$ cat src/plf_pkg.sv
// ----------------------------------------------------------------------------
// plf_pkg
// Shared types, codes and helpers for the Playfair digram encryptor.
// ----------------------------------------------------------------------------
package plf_pkg;

  localparam int unsigned SQ_SIDE     = 5;
  localparam int unsigned SQ_CELLS    = SQ_SIDE * SQ_SIDE;
  localparam int unsigned NUM_LETTERS = 26;

  typedef logic [4:0] letter_t;
  typedef logic [2:0] coord_t;
  typedef logic [4:0] cell_idx_t;

  localparam letter_t   LETTER_I     = 5'd8;
  localparam letter_t   LETTER_J     = 5'd9;
  localparam letter_t   LAST_LETTER  = 5'(NUM_LETTERS - 1);
  localparam letter_t   LETTER_LIMIT = 5'(NUM_LETTERS);
  localparam cell_idx_t SQUARE_FULL  = 5'(SQ_CELLS);
  localparam coord_t    LAST_COORD   = 3'(SQ_SIDE - 1);

  typedef enum logic [1:0] {
    OP_CLEAR   = 2'd0,
    OP_KEY     = 2'd1,
    OP_FINISH  = 2'd2,
    OP_ENCRYPT = 2'd3
  } op_e;

  typedef enum logic [1:0] {
    ST_DONE   = 2'd0,
    ST_DUP    = 2'd1,
    ST_REJECT = 2'd2
  } status_e;

  // row in the upper bits, column in the lower bits
  typedef struct packed {
    coord_t row;
    coord_t col;
  } pos_t;

  typedef struct packed {
    logic    clear;
    logic    key_place;
    logic    fill_start;
    logic    fill_step;
    logic    set_complete;
    logic    pos_rd;
    logic    cell_rd;
    logic    load_out;
    logic    load_hold;
    logic    out_from_hold;
    logic    res_cipher;
    status_e res_st;
  } dp_cmd_t;

  typedef struct packed {
    logic reject;
    logic dup;
    logic fill_last;
    logic out_free;
  } dp_stat_t;

  function automatic letter_t fold_j(letter_t l);
    return (l == LETTER_J) ? LETTER_I : l;
  endfunction

  function automatic coord_t wrap_inc(coord_t c);
    return (c == LAST_COORD) ? 3'd0 : c + 3'd1;
  endfunction

  // row * 5 + col, row and col both below 5
  function automatic cell_idx_t cell_idx(coord_t row, coord_t col);
    return {row, 2'b00} + {2'b00, row} + {2'b00, col};
  endfunction

endpackage

$ cat src/playfair_digram_encryptor_core.sv
// ----------------------------------------------------------------------------
// playfair_digram_encryptor_core
// Playfair 5x5 key square builder and digram encryptor, stream interface.
// ----------------------------------------------------------------------------
// Each input item carries an op: clear the square, add a key letter, finish
// the square, or encrypt a digram; each item gives exactly one result item
// with two cipher letters (zero unless an encrypt is done) and a status code.
// Letters are 0=A..25=Z and J is folded to I. Clear, key letter and any
// rejected op are done straight from the idle state; encrypt reads the
// position store, then the square store, each a registered read port;
// finish runs the fill sweep, which visits the 26 letters one per cycle
// through the single write port of the two stores. The output register
// parts the two sides: a result that cannot leave is parked in a hold
// register and the block waits there until the output is taken. No clearing
// pass runs after reset: the stores need none, as lookups only happen on a
// complete square.
// ----------------------------------------------------------------------------
module playfair_digram_encryptor_core (
  input  logic        clk_i,
  input  logic        rst_ni,
  input  logic        s_axis_tvalid,
  output logic        s_axis_tready,
  input  logic [15:0] s_axis_tdata,   // op[1:0], letter_a[6:2], letter_b[11:7], zero
  output logic        m_axis_tvalid,
  input  logic        m_axis_tready,
  output logic [15:0] m_axis_tdata    // cipher_a[4:0], cipher_b[9:5], status[11:10], zero
);
  import plf_pkg::*;

  op_e      op;
  letter_t  letter_a, letter_b, cipher_a, cipher_b;
  status_e  status;
  dp_cmd_t  cmd;
  dp_stat_t stat;

  // unpack input item
  assign op       = op_e'(s_axis_tdata[1:0]);
  assign letter_a = s_axis_tdata[6:2];
  assign letter_b = s_axis_tdata[11:7];

  plf_ctrl u_ctrl (
    .clk_i      (clk_i),
    .rst_ni     (rst_ni),
    .in_valid_i (s_axis_tvalid),
    .in_ready_o (s_axis_tready),
    .op_i       (op),
    .stat_i     (stat),
    .cmd_o      (cmd)
  );

  plf_dp u_dp (
    .clk_i       (clk_i),
    .rst_ni      (rst_ni),
    .op_i        (op),
    .letter_a_i  (letter_a),
    .letter_b_i  (letter_b),
    .cmd_i       (cmd),
    .stat_o      (stat),
    .out_ready_i (m_axis_tready),
    .out_valid_o (m_axis_tvalid),
    .cipher_a_o  (cipher_a),
    .cipher_b_o  (cipher_b),
    .status_o    (status)
  );

  // pack result item
  assign m_axis_tdata = {4'b0000, 2'(status), cipher_b, cipher_a};

endmodule

$ cat src/plf_dp.sv
// ----------------------------------------------------------------------------
// plf_dp
// Datapath: key square and position stores, fill counters, digram lookup,
// result hold and output registers.
// ----------------------------------------------------------------------------
module plf_dp (
  input  logic               clk_i,
  input  logic               rst_ni,
  input  plf_pkg::op_e       op_i,
  input  plf_pkg::letter_t   letter_a_i,
  input  plf_pkg::letter_t   letter_b_i,
  input  plf_pkg::dp_cmd_t   cmd_i,
  output plf_pkg::dp_stat_t  stat_o,
  input  logic               out_ready_i,
  output logic               out_valid_o,
  output plf_pkg::letter_t   cipher_a_o,
  output plf_pkg::letter_t   cipher_b_o,
  output plf_pkg::status_e   status_o
);
  import plf_pkg::*;

  logic [NUM_LETTERS-1:0] placed_q, placed_d;
  cell_idx_t              fill_cnt_q;
  coord_t                 row_q, col_q;
  logic                   complete_q;
  letter_t                fill_let_q;
  logic                   out_valid_q;

  letter_t cell_mem [SQ_CELLS];
  pos_t    pos_mem  [NUM_LETTERS];

  pos_t    pos_a_q, pos_b_q;
  letter_t cell_a_q, cell_b_q;

  letter_t out_ca_q, out_cb_q, hold_ca_q, hold_cb_q;
  status_e out_st_q, hold_st_q;

  letter_t       la_f, lb_f, place_let, new_ca, new_cb;
  logic [31:0]   placed_ext;
  logic          la_ok, lb_ok, fill_cand, place_en, op_reject;
  cell_idx_t     idx_a, idx_b;

  assign la_f       = fold_j(letter_a_i);
  assign lb_f       = fold_j(letter_b_i);
  assign la_ok      = letter_a_i < LETTER_LIMIT;
  assign lb_ok      = letter_b_i < LETTER_LIMIT;
  assign placed_ext = {{(32 - NUM_LETTERS){1'b0}}, placed_q};

  always_comb begin
    case (op_i)
      OP_CLEAR:   op_reject = 1'b0;
      OP_KEY:     op_reject = complete_q || !la_ok;
      OP_FINISH:  op_reject = complete_q;
      OP_ENCRYPT: op_reject = !complete_q || !la_ok || !lb_ok;
      default:    op_reject = 1'b1;
    endcase
  end

  assign stat_o.reject    = op_reject;
  assign stat_o.dup       = placed_ext[la_f];
  assign stat_o.fill_last = (fill_let_q == LAST_LETTER);
  assign stat_o.out_free  = !out_valid_q || out_ready_i;

  // one letter placed per cycle, either a key letter or the next fill letter
  assign fill_cand = cmd_i.fill_step && (fill_let_q != LETTER_J) && !placed_ext[fill_let_q];
  assign place_en  = (cmd_i.key_place || fill_cand) && (fill_cnt_q < SQUARE_FULL);
  assign place_let = cmd_i.key_place ? la_f : fill_let_q;
  assign placed_d  = placed_q | (NUM_LETTERS'(1) << place_let);

  always_ff @(posedge clk_i or negedge rst_ni) begin
    if (!rst_ni) begin
      placed_q    <= '0;
      fill_cnt_q  <= '0;
      row_q       <= '0;
      col_q       <= '0;
      complete_q  <= 1'b0;
      fill_let_q  <= '0;
      out_valid_q <= 1'b0;
    end else begin
      if (cmd_i.clear) begin
        placed_q   <= '0;
        fill_cnt_q <= '0;
        row_q      <= '0;
        col_q      <= '0;
        complete_q <= 1'b0;
      end else begin
        if (place_en) begin
          placed_q   <= placed_d;
          fill_cnt_q <= fill_cnt_q + 5'd1;
          if (col_q == LAST_COORD) begin
            col_q <= '0;
            row_q <= row_q + 3'd1;
          end else begin
            col_q <= col_q + 3'd1;
          end
        end
        if (cmd_i.set_complete) begin
          complete_q <= 1'b1;
        end
      end
      if (cmd_i.fill_start) begin
        fill_let_q <= '0;
      end else if (cmd_i.fill_step) begin
        fill_let_q <= fill_let_q + 5'd1;
      end
      if (cmd_i.load_out || cmd_i.out_from_hold) begin
        out_valid_q <= 1'b1;
      end else if (out_ready_i) begin
        out_valid_q <= 1'b0;
      end
    end
  end

  // stores: one write port, two registered read ports each
  always_ff @(posedge clk_i) begin
    if (place_en) begin
      cell_mem[fill_cnt_q] <= place_let;
      pos_mem[place_let]   <= '{row: row_q, col: col_q};
    end
    if (cmd_i.pos_rd) begin
      pos_a_q <= pos_mem[la_f];
      pos_b_q <= pos_mem[lb_f];
    end
    if (cmd_i.cell_rd) begin
      cell_a_q <= cell_mem[idx_a];
      cell_b_q <= cell_mem[idx_b];
    end
  end

  // same row: shift right; same column: shift down; else swap columns
  always_comb begin
    if (pos_a_q.row == pos_b_q.row) begin
      idx_a = cell_idx(pos_a_q.row, wrap_inc(pos_a_q.col));
      idx_b = cell_idx(pos_b_q.row, wrap_inc(pos_b_q.col));
    end else if (pos_a_q.col == pos_b_q.col) begin
      idx_a = cell_idx(wrap_inc(pos_a_q.row), pos_a_q.col);
      idx_b = cell_idx(wrap_inc(pos_b_q.row), pos_b_q.col);
    end else begin
      idx_a = cell_idx(pos_a_q.row, pos_b_q.col);
      idx_b = cell_idx(pos_b_q.row, pos_a_q.col);
    end
  end

  assign new_ca = cmd_i.res_cipher ? cell_a_q : '0;
  assign new_cb = cmd_i.res_cipher ? cell_b_q : '0;

  always_ff @(posedge clk_i) begin
    if (cmd_i.load_out) begin
      out_ca_q <= new_ca;
      out_cb_q <= new_cb;
      out_st_q <= cmd_i.res_st;
    end else if (cmd_i.out_from_hold) begin
      out_ca_q <= hold_ca_q;
      out_cb_q <= hold_cb_q;
      out_st_q <= hold_st_q;
    end
    if (cmd_i.load_hold) begin
      hold_ca_q <= new_ca;
      hold_cb_q <= new_cb;
      hold_st_q <= cmd_i.res_st;
    end
  end

  assign out_valid_o = out_valid_q;
  assign cipher_a_o  = out_ca_q;
  assign cipher_b_o  = out_cb_q;
  assign status_o    = out_st_q;

`ifndef SYNTHESIS
  a_fill_matches_flags: assert property (@(posedge clk_i) disable iff (!rst_ni)
    $countones(placed_q) == 32'(fill_cnt_q))
    else $error("fill count out of step with placed flags");

  a_complete_full: assert property (@(posedge clk_i) disable iff (!rst_ni)
    complete_q |-> (fill_cnt_q == SQUARE_FULL))
    else $error("square marked complete but not full");

  a_no_j_placed: assert property (@(posedge clk_i) disable iff (!rst_ni)
    !placed_q[LETTER_J])
    else $error("J placed in square");

  a_lookup_complete: assert property (@(posedge clk_i) disable iff (!rst_ni)
    cmd_i.cell_rd |-> complete_q)
    else $error("cell lookup on incomplete square");
`endif

endmodule

$ cat src/plf_ctrl.sv
// ----------------------------------------------------------------------------
// plf_ctrl
// Controller: op decode, fill sweep and encrypt sequencing, result routing.
// ----------------------------------------------------------------------------
module plf_ctrl (
  input  logic              clk_i,
  input  logic              rst_ni,
  input  logic              in_valid_i,
  output logic              in_ready_o,
  input  plf_pkg::op_e      op_i,
  input  plf_pkg::dp_stat_t stat_i,
  output plf_pkg::dp_cmd_t  cmd_o
);
  import plf_pkg::*;

  typedef enum logic [4:0] {
    S_IDLE = 5'b00001,
    S_FILL = 5'b00010,
    S_ENC1 = 5'b00100,
    S_ENC2 = 5'b01000,
    S_WAIT = 5'b10000
  } state_e;

  state_e state_q, state_d;

  always_ff @(posedge clk_i or negedge rst_ni) begin
    if (!rst_ni) begin
      state_q <= S_IDLE;
    end else begin
      state_q <= state_d;
    end
  end

  assign in_ready_o = (state_q == S_IDLE);

  always_comb begin
    logic fin;
    fin     = 1'b0;
    cmd_o   = '0;
    state_d = state_q;
    case (state_q)
      S_IDLE: begin
        if (in_valid_i) begin
          if (stat_i.reject) begin
            cmd_o.res_st = ST_REJECT;
            fin          = 1'b1;
          end else begin
            case (op_i)
              OP_CLEAR: begin
                cmd_o.clear = 1'b1;
                fin         = 1'b1;
              end
              OP_KEY: begin
                if (stat_i.dup) begin
                  cmd_o.res_st = ST_DUP;
                end else begin
                  cmd_o.key_place = 1'b1;
                end
                fin = 1'b1;
              end
              OP_FINISH: begin
                cmd_o.fill_start = 1'b1;
                state_d          = S_FILL;
              end
              OP_ENCRYPT: begin
                cmd_o.pos_rd = 1'b1;
                state_d      = S_ENC1;
              end
              default: begin
                state_d = S_IDLE;
              end
            endcase
          end
        end
      end
      S_FILL: begin
        cmd_o.fill_step = 1'b1;
        if (stat_i.fill_last) begin
          cmd_o.set_complete = 1'b1;
          fin                = 1'b1;
        end
      end
      S_ENC1: begin
        cmd_o.cell_rd = 1'b1;
        state_d       = S_ENC2;
      end
      S_ENC2: begin
        cmd_o.res_cipher = 1'b1;
        fin              = 1'b1;
      end
      S_WAIT: begin
        if (stat_i.out_free) begin
          cmd_o.out_from_hold = 1'b1;
          state_d             = S_IDLE;
        end
      end
      default: begin
        state_d = S_IDLE;
      end
    endcase
    // result goes straight out if the output register is free, else parks
    if (fin) begin
      if (stat_i.out_free) begin
        cmd_o.load_out = 1'b1;
        state_d        = S_IDLE;
      end else begin
        cmd_o.load_hold = 1'b1;
        state_d         = S_WAIT;
      end
    end
  end

endmodule
$ cat config.mk
export PLATFORM = sky130hd
export DESIGN_NAME = playfair_digram_encryptor_core
export DESIGN_NICKNAME = d
export VERILOG_FILES = /design/src/plf_pkg.sv /design/src/playfair_digram_encryptor_core.sv /design/src/plf_dp.sv /design/src/plf_ctrl.sv
export SDC_FILE = /design/constraint.sdc
export NUM_CORES = 1
export LEC_CHECK = 0
export BUFFER_PORTS_ARGS = -buffer_cell sky130_fd_sc_hd__buf_4
export CORE_MARGIN = 8
export CORE_UTILIZATION = 57
export CTS_CLUSTER_DIAMETER = 200
export DETAILED_ROUTE_END_ITERATION = 10
export PLACE_DENSITY = 0.75
export SLEW_MARGIN = 20
export SYNTH_ARGS = -nofsm -noshare
export SYNTH_HDL_FRONTEND = slang
export SYNTH_SLANG_ARGS = --single-unit
$ cat constraint.sdc
create_clock -name clk_i -period 3.8 [get_ports clk_i]
set_input_delay 0.57 -clock clk_i [delete_from_list [all_inputs] [get_ports clk_i]]
set_output_delay 0.57 -clock clk_i [all_outputs]
set_load 0.01 [all_outputs]
==> impl_metrics.yaml <==
pwr:
  switching_share_pct: 30.5
  p_leak_nw: 8.57
  switchingPower_mw: 3.75
  seqPwrFrac_pct: 43.2
  irDropWorstVdd_mv: 0.417
  pwr-share-clk_pct: 31.9
  p_int_mw: 8.56
  pwr-share-comb_pct: 24.9
  powerDensity_nw_per_um2: 536
sta:
  fin_crit_sh_pct: 102
  setup_tns_ns: -0.241
  fin_crit_ns: 3.87
  grt_setup_unrepaired: "true"
  relSlewSlack_pct: 22.7
  slew_violations: 0
  timing.hold.ws_ns: 0.0299
  setup_ws_ns: -0.0722
  hold_viol: 0
  finalSetupViolations: 6
  fmax_ghz: 0.258
  worst_pin_slew_ns: 1.15
  fin_skew_ns: 0.0343
routing:
  drt_iter0_drc: 1699
  antenna_left: 0
  drcViolationCount: 0
  vias: 13757
  wl_per_cell_um: 26.2
  wirelength_um: 54000
  avgViaCountPerCell: 6.69
  dr.pass1.iters: 7
placement:
  routabilityCongestion: 0.937
  dp_hpwl_um: 36600
  preCtsSetupSlack_ns: -0.216
  dpl_cell_area_um2: 21100
  port_buffers: 29
  dpl.cell_count: 1959
logic_synthesis:
  ys_seq_area_share_pct: 55.9
  netlist_area_um2: 19700
  syn_area_per_cell_um2: 13.5
  async_flop_share_pct: 13.0
  synth_warnings: 0
  synth_edf_count: 327
  synth-seq-cells: 376
  ys.flop_type: "edfxtp_1"
  postSynthCellCount: 1464
  synthDistinctLibCells: 84
floorplanning:
  rows: 68
  core_um2: 34400
  start_util_pct: 57.4
  ios: 38
  die_h_um: 202
  die-area_um2: 40900
  fp.dieW_um: 202
grt:
  antenna_found_initial: 3
  grt_remaining_overflow: 0
  grt_usage_pct: 25.9
  grt_pass1_wl_um: 81900
  grt_max_degree: 50
  first_global_vias: 13733
critical_path:
  critPathSlowestCell: "fa_1"
  reg2reg_to: "u_dp.cell_a_q[0]"
  rr_worst_depth: 16
  cp_cell_sequence: "inv_1 > ha_2 > nor2_1 > mux2_4 > fa_1 > fa_1 > nor4_4 > buf_4 > o31a_1 > buf_12 > buf_6 > nand2_2 > and3_4 > a31oi_4 > o211ai_1 > o211ai_1"
  startpoint: "u_dp.pos_a_q[3]"
  ff2ff_setup_slack_ns: -0.07
  crit_type: "flop to flop"
  worst_r2r_startpoint: "u_dp.pos_a_q[3]"
  crit_family: "adder cells"
  slowest_delay_ns: 0.59
  crit_arrival_ns: 4.16
  worstSetupEndpoint: "u_dp.cell_a_q[0]"
  cp-start-kind: "flop"
  path_buf_inv: 4
  cp.depth: 16
  cp_data_required_time_ns: 4.08
  worstSetupEndpointType: "flop"
  crit_fanout: 6
cts:
  htree_num_levels: 2
  clk_pin_slew_ns: 0.06
  cts_root_buf: "clkbuf_16"
  insertion_delay_ns: 0.56
  clockBufferDepth: 3
  cts_tree: "built"
  cts-buffers-inserted: 40
  clock_sinks: 376
layout:
  fillers: 2364
  areaGrowthSynthToFinish_pct: 16.5
  fin_area_um2: 23000
  stdcell_count: 2057
  fin_nets: 1640
  layout-drive-gt1-share_pct: 26.4
flow_run:
  maxCapViolCount: 0
run_status:
  violations: "negative setup slack"
  outcome: "finished, violations left"
worst_hold_path:
  hold_class: "input pin to asynchronous set/reset pin"
cell type report:
cell class | instances | area, µm² | share of cell area, %
clock buffer | 46 | 1030 | 4.49
antenna | 2 | 5.00 | 0.0218
sequential | 376 | 11000 | 48.0
multi-input combinational | 977 | 8610 | 37.4
tap | 455 | 569 | 2.48
timing repair buffer | 155 | 1360 | 5.91
clock inverter | 27 | 299 | 1.30
inverter | 19 | 71.3 | 0.310
logic make-up (layout without fill, tap and decap cells):
logic type | Yosys count | in the layout | synth area share, %
buf+inv | 117 | 247 | 2.69
xor+xnor | 33 | 33 | 1.46
other cells | 1 | 6 | 0.0190
compound gates | 246 | 249 | 9.13
simple gates | 426 | 426 | 10.5
flops | 376 | 376 | 55.9
fa+ha+maj | 51 | 51 | 3.54
mux | 214 | 214 | 16.7
worst register-to-register path, cell delays in order, from the launching register on:
cell and delay [ns]:
edfxtp_1 0.41, inv_1 0.09, ha_2 0.18, nor2_1 0.04, mux2_4 0.27, fa_1 0.48
fa_1 0.59, nor4_4 0.05, buf_4 0.14, o31a_1 0.30, buf_12 0.17, buf_6 0.12
nand2_2 0.05, and3_4 0.19, a31oi_4 0.04, o211ai_1 0.30, o211ai_1 0.18
layout by cell type, fill, tap and decap left out, drive strengths merged, types with 12 or more instances in the layout:
cell type and instances:
xor2 16, xnor2 17, and3 29, mux2i 85
ha 43, nand3 38, and2 19, o21ai 24
nand2 155, a21oi 39, buf 155, nor3 17
a21o 18, o31ai 12, a31oi 18, o211ai 21
nor2 84, mux4 86, inv 21, mux2 43
nand4 18, clkbuf 46, edfxtp 327, o21a 25
dfrtp 48, clkinv 18
cell usage after synthesis (all sizes together) (29+ instances only):
cell type / number / area, µm²
and3: 29 / 181
mux2: 43 / 484
nand3: 38 / 190
buf: 52 / 288
nand2: 155 / 582
dfrtp: 48 / 1200
mux4: 86 / 1940
mux2i: 85 / 880
edfxtp: 327 / 9820
nor2: 84 / 315
a21oi: 39 / 199
clkbuf: 46 / 173
ha: 43 / 538
worst min-delay path by stage:
stage / startpoint / endpoint / slack, ns / cells after the start
6_report: rst_ni / u_dp.row_q[2] / 0.03 / 1
2_1_floorplan: rst_ni / u_ctrl.state_q[1] / 0.27 / 0
4_1_cts: rst_ni / u_dp.row_q[2] / 0.03 / 1
3_3_place_gp: u_dp.placed_q[2] / u_dp.placed_q[2] / 0.48 / 1
5_1_grt: rst_ni / u_dp.row_q[2] / 0.07 / 1
3_5_place_dp: u_dp.placed_q[1] / u_dp.placed_q[1] / 0.49 / 1
power by group through the flow:
stage | sequential [mW] | clock, mW | combinational [mW]
2_1_floorplan | 5.27 | 0 | 1.81
3_3_place_gp | 5.38 | 0 | 2.64
3_5_place_dp | 5.39 | 0 | 2.70
4_1_cts | 5.31 | 3.98 | 2.88
5_1_grt | 5.35 | 4.14 | 3.26
6_report | 5.32 | 3.93 | 3.06
per-layer routing:
layer	routed length (µm)	track usage (%)
met3	5680	6.04
met5	71	0
met4	2410	11.1
met1	20400	33.9
met2	25400	41.3
sequential cells by signal, indices dropped and copies added (netlist names), 5 cells and up:
| signal | cells |
|---|---|
| u_dp.cipher_b_o | 5 |
| u_dp.pos_a_q | 6 |
| u_dp.cell_b_q | 5 |
| u_dp.placed_q | 26 |
| u_dp.fill_cnt_q | 5 |
| u_dp.hold_ca_q | 5 |
| u_dp.hold_cb_q | 5 |
| u_dp.cell_a_q | 5 |
| u_dp.cipher_a_o | 5 |
| u_ctrl.state_q | 5 |
| u_dp.fill_let_q | 5 |
| u_dp.pos_mem | 156 |
| u_dp.pos_b_q | 6 |
| u_dp.cell_mem | 125 |
through the flow:
step                      util, %  total power, mW
after floorplan                 -             7.08
after global placement       61.3             8.02
after detailed placement     61.3             8.10
after CTS                    66.1             12.2
after global routing         66.9             12.8
final                        66.9             12.3
what timing repair did:
item	in CTS	in global routing
pin swaps	23	25
endpoints found under the setup margin	10	10
hold buffers	0	0
gates resized for setup	39	45
gates cloned	3	1
buffers inserted	15	5
Note: power is estimated with default switching activity, not from simulation.
